**src/sv/kdhr_pkg.sv**
```systemverilog
// Shared types and constants for the key debounce and hold-repeat block.
// No dependencies; every other file of the block imports this package.
package kdhr_pkg;

  localparam int CH_W   = 6;
  localparam int TIME_W = 32;
  localparam int ADDR_W = 4;
  localparam int DATA_W = 32;

  // Event kinds as they appear on the result channel.
  localparam logic [1:0] KIND_PRESS   = 2'd0;
  localparam logic [1:0] KIND_RELEASE = 2'd1;
  localparam logic [1:0] KIND_HELD    = 2'd2;

  // Register indexes, taken from paddr[3:2].
  localparam logic [1:0] REG_DEBOUNCE = 2'd0;
  localparam logic [1:0] REG_REPEAT   = 2'd1;
  localparam logic [1:0] REG_ENABLE   = 2'd2;
  localparam logic [1:0] REG_GROUP    = 2'd3;

  localparam logic [15:0] DEBOUNCE_RESET = 16'd20;
  localparam logic [15:0] REPEAT_RESET   = 16'd0;
  localparam logic [2:0]  ENABLE_RESET   = 3'd7;
  localparam logic [2:0]  GROUP_RESET    = 3'd0;

  typedef struct packed {
    logic [15:0] settle_ms;
    logic [15:0] repeat_interval_ms;
    logic [2:0]  event_enable;
    logic [2:0]  group_id;
  } cfg_t;

  // One sample as it travels down the pipeline.
  typedef struct packed {
    logic [CH_W-1:0]   channel;
    logic              is_down;
    logic [TIME_W-1:0] now;
  } sample_t;

  // Per-channel record held in the state memory.
  typedef struct packed {
    logic              stable_level;
    logic              last_raw_level;
    logic [TIME_W-1:0] raw_change_time;
    logic [TIME_W-1:0] press_start_time;
    logic [TIME_W-1:0] next_repeat_time;
  } entry_t;

  typedef struct packed {
    logic              valid;
    logic [1:0]        kind;
    logic [TIME_W-1:0] held_for_ms;
  } result_t;

endpackage

```
**src/sv/kdhr_cfg_regs.sv**
```systemverilog
// Configuration register file with an APB-style access port.
// Depends on kdhr_pkg for the register indexes and the cfg_t bundle.
module kdhr_cfg_regs import kdhr_pkg::*; (
  input  logic              clk,
  input  logic              rst,
  input  logic              psel,
  input  logic              penable,
  input  logic              pwrite,
  input  logic [ADDR_W-1:0] paddr,
  input  logic [DATA_W-1:0] pwdata,
  output logic [DATA_W-1:0] prdata,
  output logic              pready,
  output cfg_t              cfg
);

  logic       wr;
  logic [1:0] idx;

  assign pready = 1'b1;
  assign idx    = paddr[3:2];
  assign wr     = psel && penable && pwrite && pready;

  always_ff @(posedge clk) begin
    if (rst) begin
      cfg.settle_ms          <= DEBOUNCE_RESET;
      cfg.repeat_interval_ms <= REPEAT_RESET;
      cfg.event_enable       <= ENABLE_RESET;
      cfg.group_id           <= GROUP_RESET;
    end else if (wr) begin
      case (idx)
        REG_DEBOUNCE: cfg.settle_ms          <= pwdata[15:0];
        REG_REPEAT:   cfg.repeat_interval_ms <= pwdata[15:0];
        REG_ENABLE:   cfg.event_enable       <= pwdata[2:0];
        REG_GROUP:    cfg.group_id           <= pwdata[2:0];
        default: begin
        end
      endcase
    end
  end

  always_comb begin
    case (idx)
      REG_DEBOUNCE: prdata = {16'd0, cfg.settle_ms};
      REG_REPEAT:   prdata = {16'd0, cfg.repeat_interval_ms};
      REG_ENABLE:   prdata = {29'd0, cfg.event_enable};
      REG_GROUP:    prdata = {29'd0, cfg.group_id};
      default:      prdata = '0;
    endcase
  end

endmodule

```
**config.mk**
```make
export PLATFORM = sky130hd
export DESIGN_NAME = kdhr_cfg_regs
export DESIGN_NICKNAME = d
export VERILOG_FILES = /design/src/sv/kdhr_pkg.sv /design/src/sv/kdhr_cfg_regs.sv
export SDC_FILE = /design/constraint.sdc
export NUM_CORES = 1
export LEC_CHECK = 0
export BUFFER_PORTS_ARGS = -buffer_cell sky130_fd_sc_hd__buf_2
export CORE_MARGIN = 1.5
export CORE_UTILIZATION = 44
export DETAILED_ROUTE_END_ITERATION = 12
export PLACE_DENSITY = 0.86
export REMOVE_ABC_BUFFERS = 1
export SLEW_MARGIN = 20
export SYNTH_ARGS = -nofsm -noshare
export SYNTH_HDL_FRONTEND = slang
export SYNTH_SLANG_ARGS = --single-unit
```
**constraint.sdc**
```tcl
create_clock -name clk -period 1.2 [get_ports clk]
set_input_delay 0 -clock clk [delete_from_list [all_inputs] [get_ports clk]]
set_output_delay 0 -clock clk [all_outputs]
set_load 0.01 [all_outputs]
```
Yosys cells after proc, flatten, opt, wreduce, memory -nomap -nowiden:

Cells that the tools add are included.

* bits in read-only memories: 0
* input bits: 41
* bits in writable memories: 0
* register bits: 38
* latch bits: 0
* memories: 0

* add/sub/neg operators: 0
* multiply operators: 0
* equal/unequal tests: 3
* bitwise logic cells: 0
* div/mod/pow operators: 0
* multiplexer cells: 1
* magnitude comparators: 0
* shifts and indexed selects: 0
* reductions and logical operators: 7

Operator list (number)
* $pmux 32 s4: 1
* $reduce_and 2->1: 4
* $eq 2x2->1 const B: 2
* $eq 2x1->1 const B: 1
* $logic_and 1x1->1: 2
* $logic_not 2->1: 1

Logic depth before layout (Yosys ltp):

* depth after elaboration: 3
* depth in mapped cells: 4
* depth with buffers taken out: 3

Least setup slack after synthesis:

OpenSTA, ideal clock, no wires.

* path type: in2reg
* start point: in pwrite
* end point: reg cfg[11] (netlist bit)
* path buffers: 1
* data required time: 1.128 ns
* arrival time: 0.817 ns
* path slack: 0.311 ns
* stages: 4
* cells stage by stage: nand3_2 nor3b_2 buf_4 mux2i_1

* word-level cells in the longest chain between the ends: 2

RTL lines
* from (decl): line kdhr_cfg_regs.sv:8 `input logic pwrite,`
* $logic_and 1x1->1: line kdhr_cfg_regs.sv:21 `assign wr = psel && penable && pwrite && pready;`
* $reduce_and 2->1 (no line)
* to (decl): line kdhr_cfg_regs.sv:13 `output cfg_t cfg`

No other way between the ends.
A chain may end at the register's enable or synchronous reset.

Worst setup path after layout:

* start point: reg cfg[0] (netlist bit)
* end point: out prdata[0]

* word-level cells in the longest chain between the ends: 1

RTL lines
* $pmux 32 s4: line kdhr_cfg_regs.sv:42 `case (idx)`
* to (decl): line kdhr_cfg_regs.sv:11 `output logic [DATA_W-1:0] prdata,`

No other way between the ends. The select of a mux whose other input is x is not followed.

==> results_dict.tcl <==
set metrics [dict create \
    status "finished with violations" \
    violations "setup timing" \
    cts_max_level 2 \
    clkLatencyLatePin_ns 0.29 \
    grt_pass1_wl_mm 7.42 \
    rsz0062_at_grt "true" \
    portBuffers 76 \
    area_growth_pct 34.7 \
    start_util_pct 45.9 \
    report.power.total_w 0.00254 \
    arrival_ns 1.22 \
    rr_startpoint "cfg[4]$_SDFFE_PP1P_" \
    worst-path-max-fanout 2 \
    peakVddDrop_v 0.000750 \
    die_h_um 70.4 \
    syn_area_um2 2000 \
    critPathCaptureType "output pin" \
    crit_start "cfg[0]$_SDFFE_PP0P_" \
    rows 24 \
    synth_top_area_share_pct 38.0 \
    cp-start-kind "register" \
    met1_length_mm 1.91 \
    cts_buffers 5 \
    final-instance-count-excl-fill 354 \
    top_register "cfg" \
    p_per_area_nw_per_um2 943 \
    worstHoldPathType "input port to register" \
    max_cap_violations 0 \
    largest_reg_flops 38 \
    clockRootBuffer "clkbuf_8" \
    yosysWarnings 0 \
    fin_ws_ns -0.0151 \
    postRouteWirelength_mm 4.45 \
    synth_seq_cells 38 \
    layout_commonest_cell "buf_2" \
    ys_seq_area_share_pct 38.0 \
    met2_length_mm 2.22 \
    core-area_um2 4350 \
    grt_pass1_vias 1636 \
    gp_congestion 0.776 \
    wl_met3_um 277 \
    chipWidth_um 70.4 \
    antenna_found_initial 0 \
    dp_cells 330 \
    max_freq_mhz 823 \
    hold_viol_final 0 \
    synth_area_per_cell_um2 9.90 \
    first_pass_iters 4 \
    ant_nets 0 \
    fill_cells 375 \
    ioPinCount 112 \
    diodes 0 \
    overflow 0 \
    place_hpwl_mm 3.17 \
    p_leak_nw 1.36 \
    cp.required_ns 1.20 \
    synth_area_leader_cell "dfxtp_1" \
    tritoncts "yes" \
    critPathKind "register to output pin" \
    dp_slack_ns 0.152 \
    post-route-period-util_pct 101 \
    path_clk_slew_ns 0.07 \
    fin_crit_ns 1.22 \
    drt-initial-drc-count 75 \
    mostFrequentLayoutCells "74 x buf_2, 51 x mux2i_1, 49 x nand2b_1" \
    die_area_um2 4960 \
    largestRegisters "cfg x38" \
    skew_ns 0 \
    drc 0 \
    yosysUniqueCellTypes 18 \
    nNetsFinal 342 \
    syn_inst 202 \
    maxSlewViolCount 0 \
    ys_top_cells_by_area "dfxtp_1 38%, mux2i_1 26%, nand2b_1 15%" \
    vias 1640 \
    cts.path.max_buffers 2 \
    setup_viol 3 \
    vias_per_cell 4.63 \
    grt_max_degree 59 \
    holdCritStartpoint "pwdata[8]" \
    cts.sinks 38 \
    drive_gt1_share_pct 38.7 \
    gr-usage-all-layers_pct 19.0 \
    maxUsedRoutingLayer "met4" \
    wire_per_inst_um 12.6 \
]
power by group:
part           leakage (nW)  internal, W  switching, W
sequential            0.309      0.00128     0.0000117
clock                0.0472     0.000462      0.000451
combinational          1.00     0.000174      0.000166
worst max-delay path, stage by stage (launching register included):
cell and delay (ns):
dfxtp_2 0.33, mux4_2 0.47, buf_6 0.14
final timing paths:
path         cells after the start  slack, ns                    to
min reg2reg                      2       0.48  cfg[23]$_SDFFE_PP0P_
min                              3      0.009  cfg[30]$_SDFFE_PP0P_
max                              2      -0.02             prdata[0]
max reg2reg                      3       0.48   cfg[4]$_SDFFE_PP1P_
metrics by stage:
step,utilization [%],instance area (µm²),TNS (ns),hold WS (ns)
3_3_place_gp,55.7,2430,0,0.275
2_1_floorplan,-,1860,-0.181,0.0475
3_5_place_dp,55.7,2430,0,0.294
4_1_cts,61.9,2700,-0.0739,0.000541
5_1_grt,61.9,2700,-0.159,0.0156
6_report,61.9,2700,-0.0358,0.00931
cells in the mapped netlist:
master,count
nor3b_2,1
nand3b_1,1
buf_2,2
dfxtp_1,38
nor3b_1,1
conb_1,2
mux2i_1,51
and3_1,1
nor2_1,22
nor3_4,1
clkbuf_1,6
or3_1,1
buf_4,20
nand3_2,1
nand2b_1,49
nand3_1,1
buf_6,1
mux4_2,3
timing repair:
action,CTS,global route
hold buffers,12,0
endpoints found under the setup margin,3,3
gates resized for setup,11,0
endpoints found under the hold margin,21,0
setup buffers,4,0
layer usage:
layer / vias up / GRT usage, %
met1: 734 / 22.4
met2: 70 / 32.1
li1: 832 / -
met4: 0 / 9.83
met5: - / 0
met3: 4 / 4.04
kinds of logic after synthesis:
kind of cell  after synthesis  synth area share, %
simple gates               79                 23.0
buf+inv                    29                 9.69
flops                      38                 38.0
mux                        54                 28.9
other cells                 2                0.375
area by class of cell:
type | instances | area, µm² | area share (%)
flip-flops and latches | 38 | 772 | 28.6
clock inverters | 2 | 12.5 | 0.464
multi-input cells | 150 | 1100 | 40.9
repair buffers | 106 | 661 | 24.5
well taps | 52 | 65.1 | 2.41
clock buffers | 6 | 82.6 | 3.06
Note: power is estimated with default switching activity, not from simulation.
