--- src/sv/kdhr_pkg.sv ---
// Shared types and constants for the key debounce and hold-repeat block.
// No dependencies; every other file of the block imports this package.
package kdhr_pkg;

  localparam int CH_W   = 6;
  localparam int TIME_W = 32;
  localparam int ADDR_W = 4;
  localparam int DATA_W = 32;

  // Event kinds as they appear on the result channel.
  localparam logic [1:0] KIND_PRESS   = 2'd0;
  localparam logic [1:0] KIND_RELEASE = 2'd1;
  localparam logic [1:0] KIND_HELD    = 2'd2;

  // Register indexes, taken from paddr[3:2].
  localparam logic [1:0] REG_DEBOUNCE = 2'd0;
  localparam logic [1:0] REG_REPEAT   = 2'd1;
  localparam logic [1:0] REG_ENABLE   = 2'd2;
  localparam logic [1:0] REG_GROUP    = 2'd3;

  localparam logic [15:0] DEBOUNCE_RESET = 16'd20;
  localparam logic [15:0] REPEAT_RESET   = 16'd0;
  localparam logic [2:0]  ENABLE_RESET   = 3'd7;
  localparam logic [2:0]  GROUP_RESET    = 3'd0;

  typedef struct packed {
    logic [15:0] settle_ms;
    logic [15:0] repeat_interval_ms;
    logic [2:0]  event_enable;
    logic [2:0]  group_id;
  } cfg_t;

  // One sample as it travels down the pipeline.
  typedef struct packed {
    logic [CH_W-1:0]   channel;
    logic              is_down;
    logic [TIME_W-1:0] now;
  } sample_t;

  // Per-channel record held in the state memory.
  typedef struct packed {
    logic              stable_level;
    logic              last_raw_level;
    logic [TIME_W-1:0] raw_change_time;
    logic [TIME_W-1:0] press_start_time;
    logic [TIME_W-1:0] next_repeat_time;
  } entry_t;

  typedef struct packed {
    logic              valid;
    logic [1:0]        kind;
    logic [TIME_W-1:0] held_for_ms;
  } result_t;

endpackage

--- src/sv/kdhr_update.sv ---
// Debounce and repeat decision for one sample against its channel record.
// Pure combinational; depends on kdhr_pkg for cfg_t, sample_t, entry_t.
module kdhr_update import kdhr_pkg::*; (
  input  cfg_t    cfg,
  input  sample_t smp,
  input  logic    seen,
  input  entry_t  rec,
  output logic    wr_en,
  output entry_t  wr_data,
  output result_t res
);

  logic [TIME_W-1:0] since_change;
  logic [TIME_W-1:0] since_press;
  logic [TIME_W-1:0] since_target;
  logic [TIME_W-1:0] next_time;
  logic              settled;
  logic              repeat_due;
  logic              fire;
  logic [1:0]        kind;

  assign since_change = smp.now - rec.raw_change_time;
  assign since_press  = smp.now - rec.press_start_time;
  assign since_target = smp.now - rec.next_repeat_time;
  assign next_time    = smp.now + {16'd0, cfg.repeat_interval_ms};
  assign settled      = since_change >= {16'd0, cfg.settle_ms};
  assign repeat_due   = rec.stable_level && rec.last_raw_level &&
                        (cfg.repeat_interval_ms != 16'd0) && !since_target[TIME_W-1];

  always_comb begin
    wr_en           = 1'b0;
    wr_data         = rec;
    fire            = 1'b0;
    kind            = KIND_PRESS;
    res.held_for_ms = '0;
    if (!seen) begin
      // First sample of a channel sets up the record and reports nothing.
      wr_en                   = 1'b1;
      wr_data.stable_level    = smp.is_down;
      wr_data.last_raw_level  = smp.is_down;
      wr_data.raw_change_time = smp.now;
      if (smp.is_down) begin
        wr_data.press_start_time = smp.now;
        wr_data.next_repeat_time = next_time;
      end
    end else if (rec.last_raw_level != smp.is_down) begin
      wr_en                   = 1'b1;
      wr_data.last_raw_level  = smp.is_down;
      wr_data.raw_change_time = smp.now;
    end else if (rec.stable_level != smp.is_down) begin
      if (settled) begin
        wr_en                = 1'b1;
        fire                 = 1'b1;
        wr_data.stable_level = smp.is_down;
        if (smp.is_down) begin
          wr_data.press_start_time = smp.now;
          wr_data.next_repeat_time = next_time;
          kind                     = KIND_PRESS;
        end else begin
          kind            = KIND_RELEASE;
          res.held_for_ms = since_press;
        end
      end
    end else if (repeat_due) begin
      wr_en                    = 1'b1;
      fire                     = 1'b1;
      wr_data.next_repeat_time = next_time;
      kind                     = KIND_HELD;
      res.held_for_ms          = since_press;
    end
    res.kind  = kind;
    res.valid = fire && cfg.event_enable[kind];
  end

endmodule

--- config.mk ---
export PLATFORM = sky130hd
export DESIGN_NAME = kdhr_update
export DESIGN_NICKNAME = d
export VERILOG_FILES = /design/src/sv/kdhr_pkg.sv /design/src/sv/kdhr_update.sv
export SDC_FILE = /design/constraint.sdc
export NUM_CORES = 1
export LEC_CHECK = 0
export ABC_AREA = 1
export BUFFER_PORTS_ARGS = -buffer_cell sky130_fd_sc_hd__buf_2
export CAP_MARGIN = 20
export CORE_MARGIN = 2
export CORE_UTILIZATION = 40
export DETAILED_ROUTE_END_ITERATION = 10
export PLACE_DENSITY = 0.65
export SETUP_SLACK_MARGIN = 0.3
export SYNTH_ARGS = -nofsm -noshare
export SYNTH_HDL_FRONTEND = slang
export SYNTH_SLANG_ARGS = --single-unit
--- constraint.sdc ---
create_clock -name vclk -period 5.6
set_clock_uncertainty 0.15 [all_clocks]
set_input_delay 0.56 -clock vclk [all_inputs]
set_output_delay 0.56 -clock vclk [all_outputs]
set_load 0.02 [all_outputs]
After elaboration in Yosys (flattened, before gate mapping)
Cells that the tools add are included.
{"block": "totals", "regBits": 0, "input_bits": 176, "output_inout_bits": 134, "wordCells": 46}
{"block": "classes", "add_sub_neg": 4, "order_cmp": 2, "eq_ne": 2, "n_mux": 32, "reduce_logical": 6}
{"op": "two-way mux 32 bit", "count": 9}
{"op": "two-way mux 64 bit", "count": 3}
{"op": "two-way mux 98 bit", "count": 1}
{"op": "subtractor 32 bit", "count": 3}
{"op": "two-way mux 33 bit", "count": 1}
{"op": "adder 32 x 16 -> 32 bit", "count": 1}
{"op": ">= comparator 32 x 16 -> 1 bit", "count": 1}
{"op": "nonzero test 16 bit", "count": 1}
{"op": "two-way mux 1 bit", "count": 13}
{"op": "two-way mux 2 bit", "count": 4}
{"op": "logical AND 1 bit", "count": 4}
{"op": "less-than comparator 2 x 3 -> 1 bit, second input constant", "count": 1}
{"op": "binary-select mux 1 bit (select 2 bit)", "count": 1}
{"op": "!= test 1 bit", "count": 2}
{"op": "logical NOT 1 bit", "count": 1}

Longest topological paths before layout
{"block": "logic_depth", "word_depth": 10, "ltp_mapped": 28, "depth_no_buf": 26}

Worst setup path after synthesis
No wires, ideal clock.
{"block": "synth_path", "path_kind": "input to output", "startpoint": "input smp[0] in the netlist's numbering", "endpoint": "output wr_data[35] in the netlist's numbering", "arrival_ps": 3548, "required_ps": 4890, "setup_slack_ps": 1342, "path_stages": 24, "path_buffers": 1, "cell_sequence": "inv_1 -> ha_1 -> fa_1 -> inv_1 -> nand2_1 -> nand3b_2 -> nand2_1 -> nand2_1 -> xor2_1 -> ha_1 -> nand2_1 -> nor2_1 -> a211oi_1 -> nand3_1 -> nor2_1 -> nand3_1 -> nor2_4 -> nand2_2 -> nand3_1 -> nand2_2 -> nand2_2 -> buf_4 -> nor2_1 -> nor2_1"}
{"element": "start: declaration", "line": "kdhr_update.sv:5", "source": "input sample_t smp,"}
{"element": "end: declaration", "line": "kdhr_update.sv:9", "source": "output entry_t wr_data,"}

==> run summary <==
The first global-routing pass estimated about 60000 um of wire. The final design area excluding fillers is around 12000 um2. Synthesis produced a netlist with a net count of between 2k and 2.5k. The largest net degree at the start of global routing is 55. Setup total negative slack on the finished layout was measured at 0 ns. The internal power is between 0.4 and 0.5 mW. The number of failing hold endpoints at the final stage is 0. Across the run, the number of max-cap violations was 0. The shortest period the worst path allows is 5.03 ns. The clock network power share is 0%. Power spread over the standard cell area amounts to between 100 and 150 nW/um2. The width of the die came out at 159 um. Prior to clock tree synthesis, the placed netlist has a worst setup slack of around 0.38 ns. The global-route congestion overflow total is 0. The worst hold path was traced through 4 stages.

The count of boundary I/O pins came out at 310. At the end of routability-driven placement, the weighted congestion stood at 1.00. The number of global-route vias before repair is roughly 12k. The count of nets left with antenna violations once routing finished came out at 0. The die is between 150 and 200 um tall. The critical-path maximum fanout came out at 7.

The post-synthesis cell area came out at slightly below 10000 um2. The core outline area came out at 23500 um2. Across the VDD grid, the largest voltage drop is 0.0445 mV.

The relative area change from synthesis to final layout came out at 21.3%. The startpoint identified for the worst hold timing path is rec[79]. Yosys instantiated no cell more often than nand2_1. The number of DRC markers in iteration 0 is 1091. The area enclosed by the die boundary is between 20000 and 30000 um2.

The post-route netlist has a little under a fifth of its cells at a drive strength greater than 1. The synthesized design devotes to its leading area cell type 23.3% of total area. The number of antenna violations at the first check in global routing came out at 4. In this run the core area contains 56 standard-cell rows. After legalization and detailed placement, the total HPWL measured around 35000 um. The commonest cells after synthesis are nand2_1 (597), inv_1 (343), nor2_1 (170). After detailed placement, the total cell area comes to 11500 um2.

A synthesized cell averages ~5 um2. In this run the worst hold path is classified as in -> out. The routed layout has 13.0k vias. The run finished with clean final reports. The via density per instance came out at ~5.2. For this block, the routed nets add up to about 40000 um of wire. In the global route stage, overall resource usage came out at roughly 30%. The library cell with the largest summed area after synthesis is nand2_1. Summed over all nets, the switching power comes to around 0.9 mW. The portion of total power attributed to sequential cells is 0%. The final critical-path share of the clock period is 89.8%. The data arrival time at the worst-slack endpoint is roughly 4.3 ns. The part of the power in combinational logic is 100.0%. The final net count came out at between 2k and 2.5k. The synthesized instance count is ~1.9k. Once the floorplan was initialized, standard cells occupied between 40 and 50% of the core. Setup repair after global routing left no endpoint under its margin. The clock buffer count came out at 0. The worst setup path is captured at a primary output. Net switching is about two thirds of the power. The remaining max-slew budget at the tightest pin came out at about a third.

The startpoint kind of the worst setup timing path is a primary input. The count of buffers added on input and output ports is 301. The transition time at the pin with the least slew margin came out at roughly 1.0 ns. The leakage power total came out at a little over 7 nW. The sequential cell area came out at 0 um2. By area the synthesized netlist is led by nand2_1 (23%), ha_1 (16%), inv_1 (13%), o21ai_0 (8.2%), a21oi_1 (6.8%). The type of the setup path with the least slack is in -> out. The number of flip-flops and latches came out at 0. The post-detailed-route wirelength per cell came out at 16.2 um. The distinct cell type count after synthesis is 48. Derived from the worst setup path, the maximum achievable clock frequency is 199 MHz. The sequential element share of the synthesized area came out at 0%. The worst hold path terminates at wr_data[79]. The length of the first detailed-routing pass in iterations is 7. Yosys printed 0 warnings. The minimum setup slack in the final design came out at 0.572 ns. The count of endpoints failing setup in the final report is 0.

The max-slew violation count is 0. In the routed design, unresolved DRC markers number 0. The data required time of the worst path came out at approximately 4.9 ns.
[repair_timing]
action / CTS / global route
resized for setup: 0 / 17
setup buffers: 0 / 3
endpoints found under the hold margin: 0 / 0
endpoints found under the setup margin: 0 / 94
hold buffers: 0 / 0
[worst max path at each step]
| stage | start | end | slack (ns) | cells past startpoint |
|---|---|---|---|---|
| 3_5_place_dp | smp[2] | wr_data[52] | 0.38 | 27 |
| 4_1_cts | smp[2] | wr_data[52] | 0.36 | 27 |
| 5_1_grt | smp[2] | wr_data[52] | 0.32 | 27 |
| 3_3_place_gp | smp[2] | wr_data[56] | 0.44 | 27 |
| 6_report | smp[0] | wr_data[44] | 0.57 | 26 |
| 2_1_floorplan | smp[0] | wr_data[35] | 1.34 | 24 |
[power groups by stage]
stage / combinational [mW] / clock, mW / sequential, mW
detailed placement: 1.31 / 0 / 0
finish: 1.35 / 0.0000000959 / 0
floorplan: 0.885 / 0 / 0
CTS: 1.32 / 0 / 0
global route: 1.49 / 0.0000000956 / 0
global placement: 1.30 / 0 / 0
[layout make-up]
type	count	area, um2
diodes	4	10.0
repair buffers	333	1790
fillers	2689	11900
well taps	319	399
inverters	361	1360
multi-input cells	1483	8110
[worst max-delay path, cell delays in order]
cell and delay (ns):
buf_2 0.10, inv_1 0.08, ha_1 0.24, fa_1 0.40, inv_1 0.09, nand2_1 0.07
nand3b_2 0.16, nand2_1 0.09, nand2_2 0.12, xor2_1 0.16, ha_1 0.25, nand2_1 0.08
nor2_1 0.05, a211oi_1 0.16, a21oi_1 0.13, nor2_1 0.12, nand3_1 0.14, nor2_4 0.21
nand2_2 0.14, nand3_1 0.14, nand2_4 0.11, nand2_8 0.16, buf_4 0.14, nor2_1 0.04
nor2_1 0.17, buf_2 0.20
[logic make-up (layout without fill, tap and decap cells)]
kind of cell / count (synthesis) / in the layout / synth area share, %
AND/OR/NAND/NOR: 949 / 950 / 41.6
buffers and inverters: 408 / 694 / 16.6
AO/OA/AOI/OAI: 334 / 334 / 18.5
adder cells (fa/ha/maj): 127 / 127 / 16.7
XOR/XNOR: 72 / 72 / 6.55
other: 0 / 4 / 0
[cell usage in the layout (no fill, tap or decap), types with 20 or more instances in the layout]
cell     count
buf_2      301
nand2_1    594
inv_1      343
xor2_1      43
o21ai_0    157
ha_1       121
nand4_1     20
a21oi_1    131
nor2_1     168
buf_4       28
nand3_1     88
xnor2_1     29
[routing by layer]
metal  vias up  track usage, %  routed length, um
met4         0            5.17                711
met3        43            2.27               2910
met5         -               0                  0
met1      5825            39.7              17800
met2       544            52.6              19000
li1       6569               -                  -
[per-stage QoR]
stage	total power, mW	hold slack (ns)	util, %	instances
2_1_floorplan	0.885	1.15	-	1890
3_3_place_gp	1.30	1.31	49.0	2492
3_5_place_dp	1.31	1.31	49.0	2492
4_1_cts	1.32	1.31	49.0	2492
5_1_grt	1.49	1.34	49.6	2500
6_report	1.35	1.31	49.6	2500
Note: power is estimated with default switching activity, not from simulation.
